===== src/design/assert_macros.svh =====
// Assertion macros used by the checker RTL.
`ifndef ASSERT_MACROS_SVH
`define ASSERT_MACROS_SVH

// Check prop at every rising edge of clk, skipped while rst is high.
`define NSC_ASSERT(label, clk, rst, prop, msg) \
   label: assert property (@(posedge clk) disable iff (rst) (prop)) else $error(msg);

// Check that cond at one edge implies prop at the next edge.
`define NSC_ASSERT_NEXT(label, clk, rst, cond, prop, msg) \
   label: assert property (@(posedge clk) disable iff (rst) (cond) |=> (prop)) else $error(msg);

`endif


===== src/design/nsc_pkg.sv =====
// Types, character codes and hex decoding for the sentence checker.
package nsc_pkg;

   localparam logic [7:0] CHAR_DOLLAR = 8'h24;
   localparam logic [7:0] CHAR_STAR   = 8'h2A;
   localparam logic [7:0] CHAR_COMMA  = 8'h2C;
   localparam logic [7:0] CHAR_ZERO   = 8'h30;
   localparam logic [7:0] CHAR_NINE   = 8'h39;
   localparam logic [7:0] CHAR_UC_A   = 8'h41;
   localparam logic [7:0] CHAR_UC_F   = 8'h46;
   localparam logic [7:0] CHAR_LC_A   = 8'h61;
   localparam logic [7:0] CHAR_LC_F   = 8'h66;
   localparam logic [7:0] COUNT_MAX   = 8'hFF;
   localparam logic [3:0] HEX_LETTER_OFFSET = 4'd9;

   typedef enum logic [4:0] {
      PH_IDLE   = 5'b00001,
      PH_ID     = 5'b00010,
      PH_FIELDS = 5'b00100,
      PH_HEX1   = 5'b01000,
      PH_HEX2   = 5'b10000
   } phase_type;

   // Registered input character handed to the sentence core.
   typedef struct packed {
      logic       valid;
      logic [7:0] data;
   } in_item_type;

   typedef struct packed {
      logic       ok;
      logic [3:0] nibble;
   } hex_digit_type;

   // Nibble of a hex digit; a non-digit gives ok low and nibble zero.
   function automatic hex_digit_type hex_decode(input logic [7:0] c);
      hex_digit_type d;
      d.ok     = 1'b0;
      d.nibble = 4'd0;
      if (c >= CHAR_ZERO && c <= CHAR_NINE) begin
         d.ok     = 1'b1;
         d.nibble = c[3:0];
      end else if ((c >= CHAR_UC_A && c <= CHAR_UC_F) ||
                   (c >= CHAR_LC_A && c <= CHAR_LC_F)) begin
         d.ok     = 1'b1;
         d.nibble = c[3:0] + HEX_LETTER_OFFSET;
      end
      return d;
   endfunction

endpackage


===== src/design/nsc_channel_if.sv =====


interface nsc_rsp_if;
   logic        valid;
   logic        ready;
   logic        checksum_ok;
   logic        hex_error;
   logic [7:0]  field_count;
   logic [47:0] sentence_id;
   logic [7:0]  received_checksum;
   logic [7:0]  computed_checksum;

   modport source (output valid, output checksum_ok, output hex_error,
                   output field_count, output sentence_id,
                   output received_checksum, output computed_checksum,
                   input ready);
   modport sink   (input valid, input checksum_ok, input hex_error,
                   input field_count, input sentence_id,
                   input received_checksum, input computed_checksum,
                   output ready);
endinterface


===== src/design/nsc_sentence_core.sv =====
// Sentence state, checksum and identifier update, and the result register.
`include "assert_macros.svh"

module nsc_sentence_core #(
   parameter int ID_CHARS = 6
) (
   input  logic                clock,
   input  logic                reset,
   input  nsc_pkg::in_item_type item,
   output logic                consume,
   nsc_rsp_if.source           rsp_if
);

   localparam int ID_W  = ID_CHARS * 8;
   localparam int LEN_W = $clog2(ID_CHARS + 1);

   nsc_pkg::phase_type phase_ff, phase_in;
   logic [7:0]       xor_ff, xor_in;
   logic [7:0]       count_ff, count_in;
   logic [ID_W-1:0]  id_ff, id_in;
   logic [LEN_W-1:0] len_ff, len_in;
   logic [3:0]       high_ff, high_in;
   logic             bad_ff, bad_in;

   logic        out_valid_ff, out_valid_in;
   logic        ok_ff, ok_in;
   logic        hexerr_ff, hexerr_in;
   logic [7:0]  fields_ff, fields_in;
   logic [47:0] sid_ff, sid_in;
   logic [7:0]  rx_ff, rx_in;
   logic [7:0]  calc_ff, calc_in;

   logic                   is_dollar;
   logic                   produces;
   logic                   out_free;
   nsc_pkg::hex_digit_type digit;
   logic [3:0]             nibble;
   logic                   digit_bad;
   logic [ID_W+47:0]       id_wide;

   assign is_dollar = (item.data == nsc_pkg::CHAR_DOLLAR);
   assign produces  = item.valid && !is_dollar && (phase_ff == nsc_pkg::PH_HEX2);
   assign out_free  = !out_valid_ff || rsp_if.ready;
   // Stall only a character that completes a sentence while the result is held.
   assign consume   = item.valid && (!produces || out_free);

   assign digit     = nsc_pkg::hex_decode(item.data);
   assign nibble    = digit.ok ? digit.nibble : 4'd0;
   assign digit_bad = !digit.ok;
   assign id_wide   = {48'd0, id_ff};

   always_comb begin
      phase_in = phase_ff;
      xor_in   = xor_ff;
      count_in = count_ff;
      id_in    = id_ff;
      len_in   = len_ff;
      high_in  = high_ff;
      bad_in   = bad_ff;
      if (consume) begin
         if (is_dollar) begin
            phase_in = nsc_pkg::PH_ID;
            xor_in   = 8'd0;
            count_in = 8'd0;
            id_in    = '0;
            len_in   = '0;
            high_in  = 4'd0;
            bad_in   = 1'b0;
         end else begin
            case (phase_ff)
               nsc_pkg::PH_ID, nsc_pkg::PH_FIELDS: begin
                  if (item.data == nsc_pkg::CHAR_STAR) begin
                     phase_in = nsc_pkg::PH_HEX1;
                  end else begin
                     xor_in = xor_ff ^ item.data;
                     if (item.data == nsc_pkg::CHAR_COMMA) begin
                        if (count_ff != nsc_pkg::COUNT_MAX) begin
                           count_in = count_ff + 8'd1;
                        end
                        phase_in = nsc_pkg::PH_FIELDS;
                     end else if (phase_ff == nsc_pkg::PH_ID &&
                                  len_ff < LEN_W'(ID_CHARS)) begin
                        // First character lands in the top byte.
                        for (int k = 0; k < ID_CHARS; k++) begin
                           if (len_ff == LEN_W'(ID_CHARS - 1 - k)) begin
                              id_in[k*8 +: 8] = item.data;
                           end
                        end
                        len_in = len_ff + LEN_W'(1);
                     end
                  end
               end
               nsc_pkg::PH_HEX1: begin
                  high_in  = nibble;
                  bad_in   = bad_ff | digit_bad;
                  phase_in = nsc_pkg::PH_HEX2;
               end
               nsc_pkg::PH_HEX2: begin
                  phase_in = nsc_pkg::PH_IDLE;
               end
               default: begin
                  phase_in = nsc_pkg::PH_IDLE;
               end
            endcase
         end
      end
   end

   always_comb begin
      out_valid_in = out_valid_ff;
      ok_in        = ok_ff;
      hexerr_in    = hexerr_ff;
      fields_in    = fields_ff;
      sid_in       = sid_ff;
      rx_in        = rx_ff;
      calc_in      = calc_ff;
      if (produces && consume) begin
         out_valid_in = 1'b1;
         hexerr_in    = bad_ff | digit_bad;
         rx_in        = {high_ff, nibble};
         ok_in        = !(bad_ff | digit_bad) && ({high_ff, nibble} == xor_ff);
         fields_in    = count_ff;
         sid_in       = id_wide[47:0];
         calc_in      = xor_ff;
      end else if (rsp_if.ready) begin
         out_valid_in = 1'b0;
      end
   end

   always_ff @(posedge clock) begin
      if (reset) begin
         phase_ff     <= nsc_pkg::PH_IDLE;
         xor_ff       <= 8'd0;
         count_ff     <= 8'd0;
         id_ff        <= '0;
         len_ff       <= '0;
         high_ff      <= 4'd0;
         bad_ff       <= 1'b0;
         out_valid_ff <= 1'b0;
      end else begin
         phase_ff     <= phase_in;
         xor_ff       <= xor_in;
         count_ff     <= count_in;
         id_ff        <= id_in;
         len_ff       <= len_in;
         high_ff      <= high_in;
         bad_ff       <= bad_in;
         out_valid_ff <= out_valid_in;
      end
      ok_ff     <= ok_in;
      hexerr_ff <= hexerr_in;
      fields_ff <= fields_in;
      sid_ff    <= sid_in;
      rx_ff     <= rx_in;
      calc_ff   <= calc_in;
   end

   assign rsp_if.valid             = out_valid_ff;
   assign rsp_if.checksum_ok       = ok_ff;
   assign rsp_if.hex_error         = hexerr_ff;
   assign rsp_if.field_count       = fields_ff;
   assign rsp_if.sentence_id       = sid_ff;
   assign rsp_if.received_checksum = rx_ff;
   assign rsp_if.computed_checksum = calc_ff;

   `NSC_ASSERT(a_ok_consistent, clock, reset, !(out_valid_ff && ok_ff) || (!hexerr_ff && rx_ff == calc_ff), "checksum_ok set with bad hex or mismatch")
   `NSC_ASSERT(a_stall_only_when_full, clock, reset, !(item.valid && !consume) || (out_valid_ff && !rsp_if.ready && phase_ff == nsc_pkg::PH_HEX2), "input stalled without a held result")
   `NSC_ASSERT_NEXT(a_result_closes_sentence, clock, reset, produces && consume, phase_ff == nsc_pkg::PH_IDLE && out_valid_ff, "result did not close the sentence")

endmodule

===== src/flat_wrapper.sv =====
// flat-port wrapper written by rule: the top's interface ports become plain ports
module nsc_sentence_core_flat 
#(
   parameter int ID_CHARS = 6
)
  (clock, reset, item, consume, rsp_if_valid, rsp_if_checksum_ok, rsp_if_hex_error, rsp_if_field_count, rsp_if_sentence_id, rsp_if_received_checksum, rsp_if_computed_checksum, rsp_if_ready);
  nsc_rsp_if rsp_if_i ();
  input  logic clock;
  input  logic reset;
  input  nsc_pkg::in_item_type item;
  output logic consume;
  output wire logic [$bits(rsp_if_i.valid)-1:0] rsp_if_valid;
  output wire logic [$bits(rsp_if_i.checksum_ok)-1:0] rsp_if_checksum_ok;
  output wire logic [$bits(rsp_if_i.hex_error)-1:0] rsp_if_hex_error;
  output wire logic [$bits(rsp_if_i.field_count)-1:0] rsp_if_field_count;
  output wire logic [$bits(rsp_if_i.sentence_id)-1:0] rsp_if_sentence_id;
  output wire logic [$bits(rsp_if_i.received_checksum)-1:0] rsp_if_received_checksum;
  output wire logic [$bits(rsp_if_i.computed_checksum)-1:0] rsp_if_computed_checksum;
  input wire logic [$bits(rsp_if_i.ready)-1:0] rsp_if_ready;
  assign rsp_if_valid = rsp_if_i.valid;
  assign rsp_if_checksum_ok = rsp_if_i.checksum_ok;
  assign rsp_if_hex_error = rsp_if_i.hex_error;
  assign rsp_if_field_count = rsp_if_i.field_count;
  assign rsp_if_sentence_id = rsp_if_i.sentence_id;
  assign rsp_if_received_checksum = rsp_if_i.received_checksum;
  assign rsp_if_computed_checksum = rsp_if_i.computed_checksum;
  assign rsp_if_i.ready = rsp_if_ready;
  nsc_sentence_core #(.ID_CHARS(ID_CHARS)) u_core (.clock(clock), .reset(reset), .item(item), .consume(consume), .rsp_if(rsp_if_i));
endmodule

===== config.mk =====
export PLATFORM = sky130hd
export DESIGN_NAME = nsc_sentence_core_flat
export DESIGN_NICKNAME = d
export VERILOG_FILES = /design/src/design/nsc_pkg.sv /design/src/design/nsc_channel_if.sv /design/src/design/nsc_sentence_core.sv /design/src/flat_wrapper.sv
export VERILOG_INCLUDE_DIRS = /design/src /design/src/design
export SDC_FILE = /design/constraint.sdc
export NUM_CORES = 1
export LEC_CHECK = 0
export BUFFER_PORTS_ARGS = -buffer_cell sky130_fd_sc_hd__buf_2
export CAP_MARGIN = 25
export CORE_MARGIN = 2
export CORE_UTILIZATION = 56
export CTS_CLUSTER_SIZE = 25
export DETAILED_ROUTE_END_ITERATION = 10
export GPL_TIMING_DRIVEN = 0
export PLACE_DENSITY = 0.84
export RECOVER_POWER = 25
export SYNTH_ARGS = -nofsm -noshare
export SYNTH_HDL_FRONTEND = slang
export SYNTH_SLANG_ARGS = --single-unit

===== constraint.sdc =====
create_clock -name clock -period 10.85 [get_ports clock]
set_input_delay 1.085 -clock clock [delete_from_list [all_inputs] [get_ports clock]]
set_output_delay 1.085 -clock clock [all_outputs]
set_load 0.01 [all_outputs]

==> results.txt, run 1 <==
Primary flip-flop cell chosen by synthesis mapping: sky130_fd_sc_hd__dfxtp_1. The final core utilization is 0.693. The logs give 0 for the total global routing overflow and 152 for the count of clock tree sinks. Counting the fill cells in the layout gives 706. The portion of the clock cycle consumed by the worst path in the final layout works out to 0.364. The critical path's top delay family was buffers and inverters.

The tools report the cell chosen for the clock root as sky130_fd_sc_hd__clkbuf_8. The synthesized netlist occupies a cell area of 5950 um2. The run gives 5 as the number of iterations in the first detailed-routing pass. The number of instances in the synthesized netlist is 492. The width of the chip is 107 um, and the synthesized netlist net count is 514. Measured along the y axis, the die boundary spans 107 um.

After the last flow step, the layout net total stands at 624. The count of pins over their slew limit came out at 0. Static timing analysis puts the maximum clock frequency at 0.253 GHz. After detailed routing, the number of remaining DRC violations is 0.

Clock latency on the worst-skew pair, taken at its later pin, is 0.53 ns. The total count of hold-check failures in the final report is 0, and the antenna diode count is 0. Entering global routing, the biggest net connects 17 pins. The tools report the final wirelength as 13300 um. The flow ran to the end, and the final reports show no timing, DRC or antenna violations. The count of buffers from port buffering was 85; the mean instance size in the synthesized netlist was 12.1 um2. The critical path contains buffers and inverters numbering 4 combined.

The proportion of layout cells with a drive suffix above 1 is 0.220, and the effective utilization at floorplan is 0.577. Async set-or-reset flop fraction in the synthesized netlist: 0. The final route contains 4358 vias. CTS built an H-tree with a depth of 4. Overall routing resource usage: 0.241. The tools report the data required time at the worst endpoint as 9.77 ns. Summed over all failing endpoints, the final setup total negative slack is 0 ns. The clock transition at the register clock pins on the worst setup and hold paths after CTS works out to 0.06 ns. The run gives 0.421 as the relative slew slack. The maximum number of buffers from clock root to sink was 2. The run gives 2.86 ns as the data arrival time at the worst-slack endpoint.

The master of the slowest instance on the critical path is sky130_fd_sc_hd__o211ai_4. The worst setup path is captured at a primary output. The weighted congestion reported at the end of routability-driven placement is 0.860.

Once detailed placement completed, the half-perimeter wirelength came to 9100 um. In this design, the critical path's most frequently occurring cell is sky130_fd_sc_hd__buf_2. The number of clock buffers inserted by TritonCTS came out at 17. TritonCTS built the clock tree.

Final period demand of the worst path: 3.95 ns. The flip-flop and latch count after synthesis came out at 152. The via count of the first global-routing pass is 4169. The logs give 6620 um2 for the cell area after placement and 88 for the I/O pin count.

Dividing total power by cell area gives a power density of 163 nW/um2. The run gives 11500 um2 as the die outline area. The floorplan step defined a core boundary enclosing 10300 um2. For the number of violations of the max-capacitance limit, the log shows 0. Across all hold checks on the routed design, the worst slack comes to 0.431 ns. The count of cells resized by post-cts repair is 0, and the distinct cell type count after synthesis is 56. The type of origin of the critical path is a primary input. The detail route stage leaves a number of antenna-violating nets equal to 0. The number of enable-type register cells in the synthesized netlist was 74; the maximum ir drop on the vdd rail was 0.109 mV. Row generation in the floorplan step produced 37 rows. The static power due to leakage was 0.00289 uW. For this block, the initial DRC count from the detailed router was 281.

The number of antenna violations at the first check in global routing is 0. The wire length of the first global-routing pass is 21000 um, and the layout overhead on the synthesized area is 20.2%. The synthesis warning total is 0, and the actual slew at the worst max-slew pin is 0.856 ns. The critical path goes through buf_2 > inv_1 > ha_1 > nand3b_1 > o211ai_4 > nand2_2 > clkinv_2 > buf_2.

On the worst path, the slowest cell contributes a delay of 0.33 ns. The sequential-to-total area share from yosys stat came out at 0.635. The largest fanout on the critical path was 10. The run gives 0 as the setup fix buffers added after clock tree synthesis. Setup repair after global routing left no endpoint under its margin. The logs give 7160 um2 for the finished layout cell area and 0 for the number of setup violations in the final report. The setup path with the least slack is of type in2out.

After clock tree synthesis, the flow added hold-fix buffers numbering 0. Routed wire length per instance: 17.7 um. The class of the worst hold path was reg2reg. Number of vias per cell: 5.80. The setup skew after layout was 0.00915 ns.
==> layer usage <==
layer,share of wire,vias to the layer above,track usage,wire length [um]
li1,-,2026,-,-
met1,0.43,2116,0.314,5690
met2,0.48,182,0.384,6410
met3,0.065,34,0.0529,869
met4,0.027,0,0.115,365
met5,0,-,0,0
==> logic make-up (layout without fill, tap and decap cells) <==
kind of cell	count (synthesis)	after routing	share of synthesized area
and+or+nand+nor	163	163	0.136
buffers and inverters	33	156	0.0216
AOI/OAI and AO/OA	78	78	0.0948
xor gates and xnor gates	15	15	0.0221
muxes	41	41	0.0689
DFF	152	152	0.635
adders and majority gates	10	10	0.0210
==> path summary, 6_finish.rpt <==
kind	slack (ns)	endpoint	start	depth (start not counted)
setup / recovery	6.90	consume	item[0]	8
hold / removal	0.43	u_core.rsp_if.sentence_id[34]	u_core.id_ff[34]	0
setup reg to reg	8.41	u_core.id_ff[42]	u_core.phase_ff[3]	6
hold reg to reg	0.43	u_core.rsp_if.sentence_id[34]	u_core.id_ff[34]	0
==> through the flow <==
step | total power [uW] | setup slack [ns] | cells
after floorplan | 628 | 2.97 | 492
after global placement | 639 | 1.10 | 713
after detailed placement | 640 | 6.98 | 719
after CTS | 1170 | 6.95 | 751
after global routing | 1200 | 6.79 | 751
final | 1170 | 6.90 | 751
==> synth_stat cells (2+ instances only) <==
cell / instances / share of area
sky130_fd_sc_hd__xnor2_1: 11 / 0.016
sky130_fd_sc_hd__nor4bb_1: 2 / 0.0034
sky130_fd_sc_hd__nor3_1: 8 / 0.0067
sky130_fd_sc_hd__nand4_1: 7 / 0.0074
sky130_fd_sc_hd__o21ai_0: 15 / 0.013
sky130_fd_sc_hd__o211ai_2: 4 / 0.0084
sky130_fd_sc_hd__a31o_2: 3 / 0.0044
sky130_fd_sc_hd__nand2_1: 71 / 0.045
sky130_fd_sc_hd__or4_1: 6 / 0.0076
sky130_fd_sc_hd__edfxtp_1: 74 / 0.37
sky130_fd_sc_hd__or3_1: 3 / 0.0032
sky130_fd_sc_hd__nor2b_1: 4 / 0.0042
sky130_fd_sc_hd__clkbuf_1: 16 / 0.010
sky130_fd_sc_hd__and2_1: 3 / 0.0032
sky130_fd_sc_hd__nand3_1: 19 / 0.016
sky130_fd_sc_hd__buf_2: 3 / 0.0025
sky130_fd_sc_hd__nand2b_1: 2 / 0.0021
sky130_fd_sc_hd__a31oi_1: 2 / 0.0021
sky130_fd_sc_hd__o21a_1: 2 / 0.0025
sky130_fd_sc_hd__mux2i_1: 41 / 0.069
sky130_fd_sc_hd__dfxtp_1: 78 / 0.26
sky130_fd_sc_hd__a21oi_1: 19 / 0.016
sky130_fd_sc_hd__xor2_1: 4 / 0.0059
sky130_fd_sc_hd__a211oi_1: 4 / 0.0050
sky130_fd_sc_hd__o22ai_1: 2 / 0.0021
sky130_fd_sc_hd__a22oi_1: 7 / 0.0088
sky130_fd_sc_hd__nor4_1: 2 / 0.0021
sky130_fd_sc_hd__nand3_2: 2 / 0.0034
sky130_fd_sc_hd__and4_1: 2 / 0.0029
sky130_fd_sc_hd__ha_1: 10 / 0.021
sky130_fd_sc_hd__inv_1: 12 / 0.0076
sky130_fd_sc_hd__nand3b_1: 3 / 0.0038
sky130_fd_sc_hd__nor2_1: 20 / 0.013
sky130_fd_sc_hd__a2111oi_0: 3 / 0.0044
sky130_fd_sc_hd__o211ai_1: 7 / 0.0088
==> flip-flops by register name, indices dropped and copies added, names as in the netlist, 3 cells and up <==
register                         flops
u_core.count_ff                      8
u_core.xor_ff                        8
u_core.rsp_if.computed_checksum      8
u_core.phase_ff                      5
u_core.high_ff                       4
u_core.rsp_if.sentence_id           48
u_core.len_ff                        3
u_core.id_ff                        48
u_core.rsp_if.received_checksum      8
u_core.rsp_if.field_count            8
==> report_power, final <==
group,switching [uW],internal (uW)
Sequential,0.294,596
Combinational,24.4,7.44
Clock,235,306
==> cell type report <==
type                            count  area, um2  share of cell area
Sequential cell                   152       3780               0.528
Multi-Input combinational cell    307       2050               0.286
Timing Repair Buffer               91        484              0.0676
Clock buffer                       19        422              0.0589
Tap cell                          136        170              0.0238
Clock inverter                     13        124              0.0173
Buffer                             19       75.1              0.0105
Inverter                           14       53.8             0.00751
==> cells in the final DEF, fill, tap and decap left out, types with 3 or more instances in the layout <==
cell,count
sky130_fd_sc_hd__a31o_2,3
sky130_fd_sc_hd__a2111oi_0,3
sky130_fd_sc_hd__nand3_1,19
sky130_fd_sc_hd__xnor2_1,11
sky130_fd_sc_hd__nand3b_1,3
sky130_fd_sc_hd__nand2_1,71
sky130_fd_sc_hd__clkbuf_1,25
sky130_fd_sc_hd__buf_2,81
sky130_fd_sc_hd__o21ai_0,15
sky130_fd_sc_hd__o211ai_1,7
sky130_fd_sc_hd__and2_1,3
sky130_fd_sc_hd__nand4_1,7
sky130_fd_sc_hd__xor2_1,4
sky130_fd_sc_hd__inv_6,3
sky130_fd_sc_hd__a211oi_1,4
sky130_fd_sc_hd__a22oi_1,7
sky130_fd_sc_hd__or4_1,6
sky130_fd_sc_hd__dfxtp_1,78
sky130_fd_sc_hd__mux2i_1,41
sky130_fd_sc_hd__inv_1,12
sky130_fd_sc_hd__clkinv_2,4
sky130_fd_sc_hd__nor3_1,7
sky130_fd_sc_hd__ha_1,10
sky130_fd_sc_hd__clkbuf_16,16
sky130_fd_sc_hd__nor2_1,20
sky130_fd_sc_hd__a21oi_1,19
sky130_fd_sc_hd__or3_1,3
sky130_fd_sc_hd__o211ai_2,4
sky130_fd_sc_hd__buf_6,4
sky130_fd_sc_hd__nor2b_1,4
sky130_fd_sc_hd__edfxtp_1,74
Power figures use the tool's default switching activity.
==> inputs of run 2 (changes only) <==
--- a/config.mk
+++ b/config.mk
@@ -9,11 +9,11 @@
 export BUFFER_PORTS_ARGS = -buffer_cell sky130_fd_sc_hd__buf_2
 export CAP_MARGIN = 25
 export CORE_MARGIN = 2
-export CORE_UTILIZATION = 56
+export CORE_UTILIZATION = 51
 export CTS_CLUSTER_SIZE = 25
 export DETAILED_ROUTE_END_ITERATION = 10
 export GPL_TIMING_DRIVEN = 0
-export PLACE_DENSITY = 0.84
+export PLACE_DENSITY = 0.8
 export RECOVER_POWER = 25
 export SYNTH_ARGS = -nofsm -noshare
 export SYNTH_HDL_FRONTEND = slang
==> constraint.sdc (replaced) <==
create_clock -name clock -period 3.4 [get_ports clock]
set_input_delay 0.34 -clock clock [delete_from_list [all_inputs] [get_ports clock]]
set_output_delay 0.34 -clock clock [all_outputs]
set_load 0.01 [all_outputs]
==> run 2 against run 1 <==
Register-to-register slack worse by 7.5 ns. First-iteration DRC count increased by 7.8%. Flip-flop and latch count unchanged. Sequential share of layout area fell by 0.80 points. Via count decreased by 1.2%. Clock skew decreased by 0.0039 ns. Routed wire length rose by 3.1%. Highest routed layer unchanged.
==> results.txt, run 2 (same netlist as run 1, synthesis figures left out) <==
End point of the most critical hold path: u_core.id_ff[21]. The total global routing overflow was 0 (unchanged). STA classifies the critical path startpoint as a primary input. The portion of the clock cycle consumed by the worst path in the final layout is 0.796, and the actual slew at the worst max-slew pin is 0.923 ns (+0.0667 ns).

The proportion of layout cells with a drive suffix above 1 is 0.217 (-0.00219). The area of the core came out at 11400 um2 (+11%). The startpoint identified for the worst hold timing path is item[5].

The pin count of the biggest net entering global routing was 24 (+7); the pre-CTS setup slack was 0.293 ns (-6.68 ns). The hold-critical path depth works out to 3 (+3). The class of the worst hold path is in2reg. The logs give 5 (unchanged) for the number of iterations in the first detailed-routing pass and 851 (+21%) for the filler cell count in the final layout.

Leaving out fill and tap cells, the most frequent cell in the layout is sky130_fd_sc_hd__buf_2. The clock transition at the register clock pins on the worst setup and hold paths after CTS is 0.06 ns (about the same). Count of clock tree sinks: 152 (unchanged). The tools report the category of the worst setup path capture point as a flop. TritonCTS built the clock tree. The power density of the placed cells works out to 543 nW/um2 (+230%). The logs give 3.53 ns (-6.24 ns) for the data required time at the worst endpoint and 39 (+5.4%) for the row count. The width of the chip came out at 112 um (+4.6%). Cell chosen for the clock root: sky130_fd_sc_hd__clkbuf_16. The worst reg-to-reg path cell count is 5 (-1). The tools report the maximum number of buffers from clock root to sink as 2 (unchanged). For the final wirelength, the log shows 13700 um (+3.1%). The count of cells resized by post-cts repair was 0 (unchanged).

The post-detailed-route count of antenna-violating nets is 0 (unchanged). The endpoint identified for the worst register-to-register timing path is u_core.rsp_if.computed_checksum[0]. The number of clock buffers inserted by TritonCTS came out at 17 (unchanged). The starting DRC count in detailed routing is 303 (+7.8%), and the number of hold-repair buffers added at the cts stage is 0 (unchanged). The clock latency on the worst-skew pair came out at 0.42 ns (-0.11 ns). The flow ran to the end, and the final reports show no timing, DRC or antenna violations.

The placed wire-length estimate is 9340 um (+2.7%). The routed wire length per instance came out at 18.2 um (+2.5%). The logs give 0 (unchanged) for the number of setup violations in the final report and 4 (unchanged) for the deepest level of the CTS H-tree. For the overall routing resource usage, the log shows 0.227 (-0.0143). The number of antenna violations at the first check in global routing came out at 0 (unchanged). The die outline area is 12600 um2 (+9.4%), and the relative slew slack is 0.376 (-0.0451). The maximum ir drop on the vdd rail came out at 0.396 mV (+260%). The via count of the routed design is 4307 (-1.2%), and the final core utilization is 0.637 (-0.0568). The net count reported at finish is 621 (-0.48%), and the static power due to leakage is 0.00293 uW (+1.1%). The run gives 0.00529 ns (-0.00386 ns) as the setup skew after layout. The number of violations of the max-capacitance limit was 0 (unchanged); the antenna diode count was 0 (unchanged). The startpoint identified for the worst register-to-register timing path is u_core.phase_ff[1]. The library cells used most frequently in the layout, excluding fill and tap cells, are sky130_fd_sc_hd__buf_2 (80), sky130_fd_sc_hd__dfxtp_1 (78), sky130_fd_sc_hd__edfxtp_1 (74). The tools report the setup slack after layout as 0.693 ns (-6.21 ns).

The tools report the total count of hold-check failures in the final report as 0 (unchanged). The remaining design rule violation count was 0 (unchanged); the count of buffers from port buffering was 85 (unchanged). The count of pins over their slew limit is 0 (unchanged).

The tools report the I/O pin count as 88 (unchanged). Number of vias per cell: 5.70 (-1.7%). Wire length of the first global-routing pass: 22100 um (+5.0%). The total negative slack is 0 ns (unchanged). Setup repair after global routing left no endpoint under its margin. The via count of the first global-routing pass was 4300 (+3.1%); the layout overhead on the synthesized area was 22.1%.

Counting I/O delays and the setup requirement, the final critical path takes 2.71 ns. Effective utilization at floorplan: 0.521 (-0.0553). The largest fanout on the critical path is 23 (+13). The logs give 2.84 ns (-0.02 ns) for the data arrival time at the worst-slack endpoint and 0.895 (+4.1%) for the weighted congestion reported at the end of routability-driven placement. Based on the critical path, the design can be clocked at up to 0.369 GHz.

The setup slack of the most critical reg-to-reg path was 0.96 ns (-7.45 ns); the setup fix buffers added after clock tree synthesis was 0 (unchanged). The worst setup path is of the in2reg kind. The die span in y is 112 um (+4.6%), and the overall power consumption is 3940 uW (+240%).
==> run 2: worst max-delay path by stage <==
| stage | start | endpoint | slack (ns) | cells past startpoint |
|---|---|---|---|---|
| floorplan | item[6] | u_core.rsp_if.checksum_ok | -0.16 | 5 |
| global placement | item[0] | u_core.rsp_if.field_count[2] | -1.06 | 7 |
| detailed placement | item[0] | u_core.rsp_if.field_count[4] | 0.29 | 9 |
| CTS | item[0] | u_core.rsp_if.computed_checksum[0] | 0.73 | 9 |
| global route | item[0] | u_core.rsp_if.field_count[5] | 0.56 | 9 |
| finish | item[0] | u_core.rsp_if.computed_checksum[0] | 0.69 | 9 |
==> run 2: report_power, final <==
part / switching [uW] / internal, uW
logic: 81.1 / 24.7
registers: 0.931 / 1900
clock network: 751 / 1180
total: 833 / 3110
==> run 2: per-stage QoR <==
stage          area, um2  std cells  hold WS [ns]
2_1_floorplan       5980        492         0.402
3_3_place_gp        6590        720         0.416
3_5_place_dp        6670        723         0.417
4_1_cts             7280        755         0.254
5_1_grt             7270        755         0.302
6_report            7270        755         0.272
==> run 2: critical path: stages <==
cell and delay (ns):
sky130_fd_sc_hd__buf_2 0.17, sky130_fd_sc_hd__inv_1 0.16, sky130_fd_sc_hd__ha_1 0.31, sky130_fd_sc_hd__nand3b_1 0.23
sky130_fd_sc_hd__o211ai_4 0.36, sky130_fd_sc_hd__nand2_4 0.16, sky130_fd_sc_hd__nor3_4 0.64, sky130_fd_sc_hd__buf_16 0.25
sky130_fd_sc_hd__buf_16 0.19
==> run 2: area by class of cell <==
| type | instances | area, um2 | share of cell area |
|---|---|---|---|
| clock buffer | 19 | 443 | 0.0609 |
| buffer | 19 | 81.3 | 0.0112 |
| clock inverter | 13 | 168 | 0.0231 |
| multi-input combinational | 307 | 2060 | 0.284 |
| inverter | 14 | 53.8 | 0.00740 |
| timing repair buffer | 88 | 499 | 0.0687 |
| tap | 143 | 179 | 0.0246 |
| sequential | 152 | 3780 | 0.520 |
==> run 2: routing by layer <==
metal  global-route usage  share of wire  wire [um]  vias up
li1                     -              -          -     2025
met1                0.287           0.42       5800     2095
met2                0.370           0.49       6740      159
met3               0.0567          0.061        841       28
met4                0.108          0.026        355        0
met5                    0              0          0        -
